--- config.mk ---
export PLATFORM = sky130hd
export DESIGN_NAME = bounded_array_list_core
export DESIGN_NICKNAME = d
export VERILOG_FILES = /design/src/rtl/bal_pkg.sv /design/src/rtl/bounded_array_list_core.sv /design/src/rtl/bal_engine.sv
export SDC_FILE = /design/constraint.sdc
export NUM_CORES = 2
export LEC_CHECK = 0
export ABC_AREA = 1
export CAP_MARGIN = 20
export CORE_AREA = 5 5 631 633
export DETAILED_ROUTE_END_ITERATION = 10
export DIE_AREA = 0 0 636 638
export DONT_BUFFER_PORTS = 1
export MAX_ROUTING_LAYER = met4
export PLACE_DENSITY = 0.38
export SLEW_MARGIN = 30
export SYNTH_ARGS = -nofsm -noshare
export SYNTH_HDL_FRONTEND = slang
export SYNTH_HIERARCHICAL = 1
export SYNTH_SLANG_ARGS = --single-unit
--- constraint.sdc ---
create_clock -name clk -period 9.9 [get_ports clk]
set_input_delay 0.99 -clock clk [delete_from_list [all_inputs] [get_ports clk]]
set_output_delay 0.99 -clock clk [all_outputs]
set_load 0.02 [all_outputs]
--- src/rtl/bal_pkg.sv ---
// bal_pkg: shared types and constants of the bounded array list.
// Used by bal_engine and bounded_array_list_core; depends on nothing.
`default_nettype none

package bal_pkg;

  localparam int DEF_MAX_ENTRIES  = 64;
  localparam int DEF_HANDLE_WIDTH = 32;

  localparam int OP_W     = 2;
  localparam int VALUE_W  = 32;
  localparam int INDEX_W  = 6;
  localparam int STATUS_W = 3;
  localparam int COUNT_W  = 7;
  localparam int CAP_W    = 7;

  localparam logic [CAP_W-1:0] CAP_RESET = 7'd64;

  typedef enum logic [OP_W-1:0] {
    OP_PUSH     = 2'd0,
    OP_POP_LAST = 2'd1,
    OP_POP_AT   = 2'd2,
    OP_REMOVE   = 2'd3
  } op_t;

  typedef enum logic [STATUS_W-1:0] {
    ST_OK       = 3'd0,
    ST_FULL     = 3'd1,
    ST_EMPTY    = 3'd2,
    ST_RANGE    = 3'd3,
    ST_NOTFOUND = 3'd4
  } status_t;

  typedef struct packed {
    op_t                op;
    logic [VALUE_W-1:0] value;
    logic [INDEX_W-1:0] index;
  } req_t;

  typedef struct packed {
    logic [VALUE_W-1:0] value_out;
    status_t            status;
    logic [COUNT_W-1:0] count;
    logic               is_empty;
    logic               is_full;
  } res_t;

endpackage

`default_nettype wire

--- src/rtl/bounded_array_list_core.sv ---
// bounded_array_list_core: top level with capacity register and output register.
// Depends on bal_pkg and bal_engine.
//
//   channel  ports                                      transfer when
//   input    in_valid in_stall in_op in_value in_index   in_valid & !in_stall
//   result   out_valid out_stall out_value_out ...       out_valid & !out_stall
//   config   cfg_we cfg_wdata                            cfg_we
//
// Push, and any request that fails at once, goes straight to the result; pop last
// reads the last entry. Pop at index reads the entry, then shifts the later entries
// down; remove by value searches from entry 0 for the first match, then shifts likewise.
// The entry memory (one read, one write port) moves one entry a cycle while shifting.
// Synchronous reset empties the list and sets capacity to 64; no clearing pass.
// A new request is taken while an earlier result waits under out_stall.
`default_nettype none

module bounded_array_list_core #(
  parameter int MAX_ENTRIES  = bal_pkg::DEF_MAX_ENTRIES,
  parameter int HANDLE_WIDTH = bal_pkg::DEF_HANDLE_WIDTH
) (
  input  wire logic                          clk,
  input  wire logic                          rst_n,
  input  wire logic                          in_valid,
  output logic                               in_stall,
  input  wire logic [bal_pkg::OP_W-1:0]      in_op,
  input  wire logic [bal_pkg::VALUE_W-1:0]   in_value,
  input  wire logic [bal_pkg::INDEX_W-1:0]   in_index,
  output logic                               out_valid,
  input  wire logic                          out_stall,
  output logic [bal_pkg::VALUE_W-1:0]        out_value_out,
  output logic [bal_pkg::STATUS_W-1:0]       out_status,
  output logic [bal_pkg::COUNT_W-1:0]        out_count,
  output logic                               out_is_empty,
  output logic                               out_is_full,
  input  wire logic                          cfg_we,
  input  wire logic [bal_pkg::CAP_W-1:0]     cfg_wdata
);

  localparam int CW = ($clog2(MAX_ENTRIES + 1) > bal_pkg::CAP_W) ?
                      $clog2(MAX_ENTRIES + 1) : bal_pkg::CAP_W;

  logic [bal_pkg::CAP_W-1:0] cap_r, cap_nxt;
  logic [CW-1:0]             cap_w;
  logic [CW-1:0]             eff_cap;
  bal_pkg::req_t             req;
  bal_pkg::res_t             res;
  bal_pkg::res_t             out_r, out_nxt;
  logic                      out_valid_r, out_valid_nxt;
  logic                      res_valid;
  logic                      res_take;

  assign cap_w   = CW'(cap_r);
  assign eff_cap = (cap_r == '0) ? CW'(1) :
                   (cap_w > CW'(MAX_ENTRIES)) ? CW'(MAX_ENTRIES) : cap_w;

  assign req.op    = bal_pkg::op_t'(in_op);
  assign req.value = in_value;
  assign req.index = in_index;

  bal_engine #(
    .MAX_ENTRIES  (MAX_ENTRIES),
    .HANDLE_WIDTH (HANDLE_WIDTH),
    .CW           (CW)
  ) u_engine (
    .clk       (clk),
    .rst_n     (rst_n),
    .req_valid (in_valid),
    .req       (req),
    .req_stall (in_stall),
    .eff_cap   (eff_cap),
    .res_valid (res_valid),
    .res       (res),
    .res_take  (res_take)
  );

  assign res_take = res_valid && (!out_valid_r || !out_stall);

  always_comb begin
    cap_nxt       = cfg_we ? cfg_wdata : cap_r;
    out_nxt       = res_take ? res : out_r;
    out_valid_nxt = out_valid_r;
    if (res_take) begin
      out_valid_nxt = 1'b1;
    end else if (!out_stall) begin
      out_valid_nxt = 1'b0;
    end
  end

  always_ff @(posedge clk) begin
    if (!rst_n) begin
      cap_r       <= bal_pkg::CAP_RESET;
      out_valid_r <= 1'b0;
    end else begin
      cap_r       <= cap_nxt;
      out_valid_r <= out_valid_nxt;
    end
    out_r <= out_nxt;
  end

  assign out_valid     = out_valid_r;
  assign out_value_out = out_r.value_out;
  assign out_status    = out_r.status;
  assign out_count     = out_r.count;
  assign out_is_empty  = out_r.is_empty;
  assign out_is_full   = out_r.is_full;

endmodule

`default_nettype wire

--- src/rtl/bal_engine.sv ---
// bal_engine: entry memory, occupancy and the sequencer for push, pop, search and shift.
// Depends on bal_pkg.
`default_nettype none

module bal_engine #(
  parameter int MAX_ENTRIES  = bal_pkg::DEF_MAX_ENTRIES,
  parameter int HANDLE_WIDTH = bal_pkg::DEF_HANDLE_WIDTH,
  parameter int CW = ($clog2(MAX_ENTRIES + 1) > bal_pkg::CAP_W) ?
                     $clog2(MAX_ENTRIES + 1) : bal_pkg::CAP_W
) (
  input  wire logic          clk,
  input  wire logic          rst_n,
  input  wire logic          req_valid,
  input  wire bal_pkg::req_t req,
  output logic               req_stall,
  input  wire logic [CW-1:0] eff_cap,
  output logic               res_valid,
  output bal_pkg::res_t      res,
  input  wire logic          res_take
);

  localparam int OW = $clog2(MAX_ENTRIES + 1);
  localparam int AW = $clog2(MAX_ENTRIES);
  localparam int XW = (HANDLE_WIDTH > bal_pkg::VALUE_W) ? HANDLE_WIDTH : bal_pkg::VALUE_W;

  typedef enum logic [2:0] {
    S_IDLE,
    S_TAKE,
    S_SEARCH,
    S_SHIFT,
    S_DONE
  } state_t;

  state_t                  state_r, state_nxt;
  logic [OW-1:0]           occ_r, occ_nxt;
  logic [AW-1:0]           src_r, src_nxt;
  logic [AW-1:0]           end_r, end_nxt;
  logic [HANDLE_WIDTH-1:0] val_r, val_nxt;
  logic [HANDLE_WIDTH-1:0] vout_r, vout_nxt;
  bal_pkg::status_t        status_r, status_nxt;

  logic [HANDLE_WIDTH-1:0] mem [MAX_ENTRIES];
  logic [HANDLE_WIDTH-1:0] rdata;
  logic [AW-1:0]           raddr;
  logic [AW-1:0]           waddr;
  logic [HANDLE_WIDTH-1:0] wdata;
  logic                    we;

  logic [XW-1:0]           in_x;
  logic [HANDLE_WIDTH-1:0] in_h;
  logic [XW-1:0]           vout_x;
  logic [CW-1:0]           occ_w;
  logic [CW-1:0]           idx_w;
  logic [OW-1:0]           occ_m1;
  logic                    full_now;

  assign in_x     = XW'(req.value);
  assign in_h     = in_x[HANDLE_WIDTH-1:0];
  assign vout_x   = XW'(vout_r);
  assign occ_w    = CW'(occ_r);
  assign idx_w    = CW'(req.index);
  assign occ_m1   = occ_r - OW'(1);
  assign full_now = occ_w >= eff_cap;

  always_ff @(posedge clk) begin
    if (we) begin
      mem[waddr] <= wdata;
    end
    rdata <= mem[raddr];
  end

  always_comb begin
    state_nxt  = state_r;
    occ_nxt    = occ_r;
    src_nxt    = src_r;
    end_nxt    = end_r;
    val_nxt    = val_r;
    vout_nxt   = vout_r;
    status_nxt = status_r;
    we         = 1'b0;
    waddr      = src_r - AW'(1);
    wdata      = rdata;
    raddr      = src_r + AW'(1);
    case (state_r)
      S_IDLE: begin
        if (req_valid) begin
          vout_nxt   = '0;
          status_nxt = bal_pkg::ST_OK;
          end_nxt    = occ_m1[AW-1:0];
          state_nxt  = S_DONE;
          if (req.op == bal_pkg::OP_PUSH) begin
            if (full_now) begin
              status_nxt = bal_pkg::ST_FULL;
            end else begin
              we      = 1'b1;
              waddr   = occ_r[AW-1:0];
              wdata   = in_h;
              occ_nxt = occ_r + OW'(1);
            end
          end else if (occ_r == '0) begin
            status_nxt = bal_pkg::ST_EMPTY;
          end else if (req.op == bal_pkg::OP_POP_LAST) begin
            raddr     = occ_m1[AW-1:0];
            src_nxt   = occ_m1[AW-1:0];
            state_nxt = S_TAKE;
          end else if (req.op == bal_pkg::OP_POP_AT) begin
            if (idx_w >= occ_w) begin
              status_nxt = bal_pkg::ST_RANGE;
            end else begin
              raddr     = idx_w[AW-1:0];
              src_nxt   = idx_w[AW-1:0];
              state_nxt = S_TAKE;
            end
          end else begin
            raddr      = '0;
            src_nxt    = '0;
            val_nxt    = in_h;
            status_nxt = bal_pkg::ST_NOTFOUND;
            state_nxt  = S_SEARCH;
          end
        end
      end
      S_TAKE: begin
        vout_nxt = rdata;
        if (src_r == end_r) begin
          occ_nxt   = occ_m1;
          state_nxt = S_DONE;
        end else begin
          src_nxt   = src_r + AW'(1);
          state_nxt = S_SHIFT;
        end
      end
      S_SEARCH: begin
        if (rdata == val_r) begin
          status_nxt = bal_pkg::ST_OK;
          if (src_r == end_r) begin
            occ_nxt   = occ_m1;
            state_nxt = S_DONE;
          end else begin
            src_nxt   = src_r + AW'(1);
            state_nxt = S_SHIFT;
          end
        end else if (src_r == end_r) begin
          state_nxt = S_DONE;
        end else begin
          src_nxt = src_r + AW'(1);
        end
      end
      S_SHIFT: begin
        we = 1'b1;
        if (src_r == end_r) begin
          occ_nxt   = occ_m1;
          state_nxt = S_DONE;
        end else begin
          src_nxt = src_r + AW'(1);
        end
      end
      S_DONE: begin
        if (res_take) begin
          state_nxt = S_IDLE;
        end
      end
      default: begin
        state_nxt = S_IDLE;
      end
    endcase
  end

  always_ff @(posedge clk) begin
    if (!rst_n) begin
      state_r <= S_IDLE;
      occ_r   <= '0;
    end else begin
      state_r <= state_nxt;
      occ_r   <= occ_nxt;
    end
    src_r    <= src_nxt;
    end_r    <= end_nxt;
    val_r    <= val_nxt;
    vout_r   <= vout_nxt;
    status_r <= status_nxt;
  end

  assign req_stall     = (state_r != S_IDLE);
  assign res_valid     = (state_r == S_DONE);
  assign res.value_out = vout_x[bal_pkg::VALUE_W-1:0];
  assign res.status    = status_r;
  assign res.count     = occ_w[bal_pkg::COUNT_W-1:0];
  assign res.is_empty  = (occ_r == '0);
  assign res.is_full   = full_now;

  a_occ_bound: assert property (@(posedge clk) disable iff (!rst_n)
    occ_r <= OW'(MAX_ENTRIES))
    else $error("occupancy above depth");

  a_occ_step: assert property (@(posedge clk) disable iff (!rst_n)
    !$stable(occ_r) |-> (occ_r == $past(occ_r) + OW'(1) || occ_r == $past(occ_r) - OW'(1)))
    else $error("occupancy moved by more than one");

  a_idle_write: assert property (@(posedge clk) disable iff (!rst_n)
    (we && state_r == S_IDLE) |-> (req_valid && req.op == bal_pkg::OP_PUSH && !full_now))
    else $error("memory write in idle without push");

  a_done_release: assert property (@(posedge clk) disable iff (!rst_n)
    (state_r == S_DONE && res_take) |=> !req_stall)
    else $error("engine not released after result transfer");

endmodule

`default_nettype wire
==> run metrics <==
fill cell count=40.4k; Placed Cells=13.5k; HP Class=in2reg; Initial Utilization=24.9%; Setup TNS Final=0 ps; Layout Nets=8647; Residual DRC=0; Post-synth ARST share=0%; drt pass-1 iters=6; cell depth of the worst hold path=1; worst vdd ir=0.334 mV; Flop pwr share=33.7%; synth warn=6; synthesized cell area=97400 µm²; sw power=16.5 mW; commonest non-fill, non-tap cell in the layout=nand3_1; Final Hold Viols=0; post-cts resize count=0; CTS H-Tree Depth=4; first-pass GRT wire length=484 mm; Worst-Margin Slew=1180 ps; I/O pin count=98; worst r2r path cells=19; Period minus WS final=6180 ps; DP HPWL=178 mm; Tcrit/Tclk final=62.4%; hold buffers post-CTS=0; Unique masters post-synth=42; num rows=230; clock buffer count from CTS=244; CTS tree=built; Storage cell area=66200 µm²; Gate Count Post-Synth=8711; Slew headroom=21.5%; routed vias/inst=4.63; Seq cells post-synth=2221; Max Fclk=162 MHz; Pins Over Slew Limit=0; PortBufs=0; Area Overhead vs Synth=14.6%; Die Height=638 µm; Post-synth EDFFs=2171; post-CTS setup buffers=0; Max Root-Sink Buffers=4; Iter 0 DRT Violations=5523; Data arrival, critical path=6970 ps; Post-Route WL=340 mm; Crit. End Element=flip-flop; Vias=64.9k; ratio of cells with drive above 1 in the final layout=7.55%; Post-Place Worst Slack=3560 ps; antenna violations before repair=19; Pint=20.7 mW; largest net degree at the start of global routing=192; RSZ-0062 raised after global routing=false; PwrDens=333 nW/µm²; PnR worst setup slack=3720 ps; Final Skew=59.2 ps; Post-Layout Cell Count=14.0k; Worst EP required=10690 ps; gp weighted congestion=0.825; main flop type after synthesis=edfxtp_1; clock sink count=2221; die width=636 µm; Crit Path Class=reg2reg; most frequent cells in the layout=nand3_1 (2200), edfxtp_1 (2171), nand2_1 (1316); total of max-cap violations=0; # setup viols final=0; Clock power frac=23.7%; status=finished clean; Detail Route Antenna Nets=0; drt wl/cell=24.3 µm; Synthesized Nets=8784; mean area per synthesized cell=11.2 µm²; crit path launch type=flip-flop; total power=37.2 mW; Leakage=41.5 nW; total track usage=16.6%; crit-path max FO=169; Worst-Skew Late Latency=940 ps; register area share after synthesis=67.9%; Core Region=391000 µm²; root buffer cell=clkbuf_16; Worst-path clk slew=60 ps; die area=406000 µm²; switching share of power=44.3%; grt ovf=0; combinational power share=42.7%; Util after Layout=28.5%; area of the multi-input gates=24800 µm²; vias in the first global route=62.2k
-- cell type report --
cell class	instances	area share (%)
antenna	12	0.0269
clock buffer	322	5.91
clock inverter	127	0.829
inverter	1248	4.21
multi-input combinational	4670	22.2
sequential	2221	59.3
tap	5220	5.85
timing repair buffer	189	1.68
-- flip-flops by register name (all words and copies together), names as in the netlist --
signal,cells
out_value_out,32
cap_r,7
u_engine/rdata,32
u_engine/state_r,3
out_is_full,1
out_count,7
u_engine/mem,2048
u_engine/occ_r,7
u_engine/val_r,32
out_status,3
u_engine/end_r,6
out_is_empty,1
u_engine/src_r,6
u_engine/vout_r,32
out_valid,1
u_engine/status_r,3
-- through the flow --
step / instance area (µm²) / hold slack [ps]
CTS: 112000 / 49.9
global route: 112000 / 76.9
floorplan: 97400 / 400
global placement: 104000 / 404
finish: 112000 / 137
detailed placement: 104000 / 405
-- routing by layer --
metal  vias to the layer above  global-route usage (%)  part of all wire [%]
met5                         -                       -                     0
met4                         0                    2.98                   1.7
met3                       372                    2.20                   5.0
met2                      1789                    26.1                    46
met1                     33000                    23.2                    47
li1                      29700                       -                     -
-- logic make-up (layout without fill, tap and decap cells) --
family / Yosys count / in the layout / share of synthesized area [%]
other cells: 0 / 12 / 0
simple gates: 4501 / 4501 / 23.2
flops: 2221 / 2221 / 67.9
buf+inv: 1820 / 1886 / 7.58
xor+xnor: 37 / 37 / 0.333
compound gates: 111 / 111 / 0.627
fa+ha+maj: 21 / 21 / 0.270
-- worst paths after layout --
check | start | end | slack, ps
worst max-delay path | u_engine/occ_r[2]$_SDFFE_PN0P_ | u_engine/rdata[13]$_DFF_P_ | 3720
worst min-delay path | cfg_we | cap_r[6]$_SDFFE_PN1P_ | 140
worst max register to register | u_engine/occ_r[2]$_SDFFE_PN0P_ | u_engine/rdata[13]$_DFF_P_ | 3720
worst min register to register | u_engine/vout_r[3]$_SDFFCE_PN0P_ | out_value_out[3]$_DFFE_PP_ | 410
-- cells in the mapped netlist, types with 4 or more instances --
| master | instances | area share (%) |
|---|---|---|
| a21oi_1 | 60 | 0.31 |
| buf_1 | 44 | 0.17 |
| buf_2 | 408 | 2.1 |
| buf_4 | 6 | 0.046 |
| clkbuf_1 | 111 | 0.43 |
| dfxtp_1 | 50 | 1.0 |
| edfxtp_1 | 2171 | 67 |
| ha_1 | 21 | 0.27 |
| inv_1 | 1242 | 4.8 |
| inv_2 | 5 | 0.019 |
| nand2_1 | 1320 | 5.1 |
| nand3_1 | 2200 | 11 |
| nand3b_1 | 749 | 5.8 |
| nand4_1 | 18 | 0.12 |
| nor2_1 | 164 | 0.63 |
| nor3_1 | 17 | 0.087 |
| nor4_1 | 4 | 0.026 |
| o21ai_0 | 23 | 0.12 |
| o21ai_1 | 8 | 0.041 |
| o22ai_1 | 5 | 0.032 |
| or2_2 | 17 | 0.11 |
| xnor2_1 | 11 | 0.099 |
| xor2_1 | 26 | 0.23 |
-- worst max-delay path, stage by stage (launching register included) --
cell	delay (ps)
dfxtp_1	690
inv_1	170
ha_1	350
a21oi_1	160
nand2_1	80
nand2_1	90
nand2_1	110
nand3_1	90
nand2_1	130
nand2_8	420
buf_6	640
buf_4	510
buf_12	560
nand3_1	150
nand3_1	130
nand3_1	120
nand3_1	130
nand3_1	400
nand3_1	530
nand2_1	170
-- power groups by stage --
stage / clock [mW] / combinational (mW) / sequential, mW
6_report: 8.80 / 15.9 / 12.5
5_1_grt: 9.46 / 17.2 / 12.6
4_1_cts: 9.08 / 16.0 / 12.5
3_5_place_dp: 0 / 16.0 / 12.7
3_3_place_gp: 0 / 15.9 / 12.7
2_1_floorplan: 0 / 8.96 / 12.6
Power figures use the tool's default switching activity.
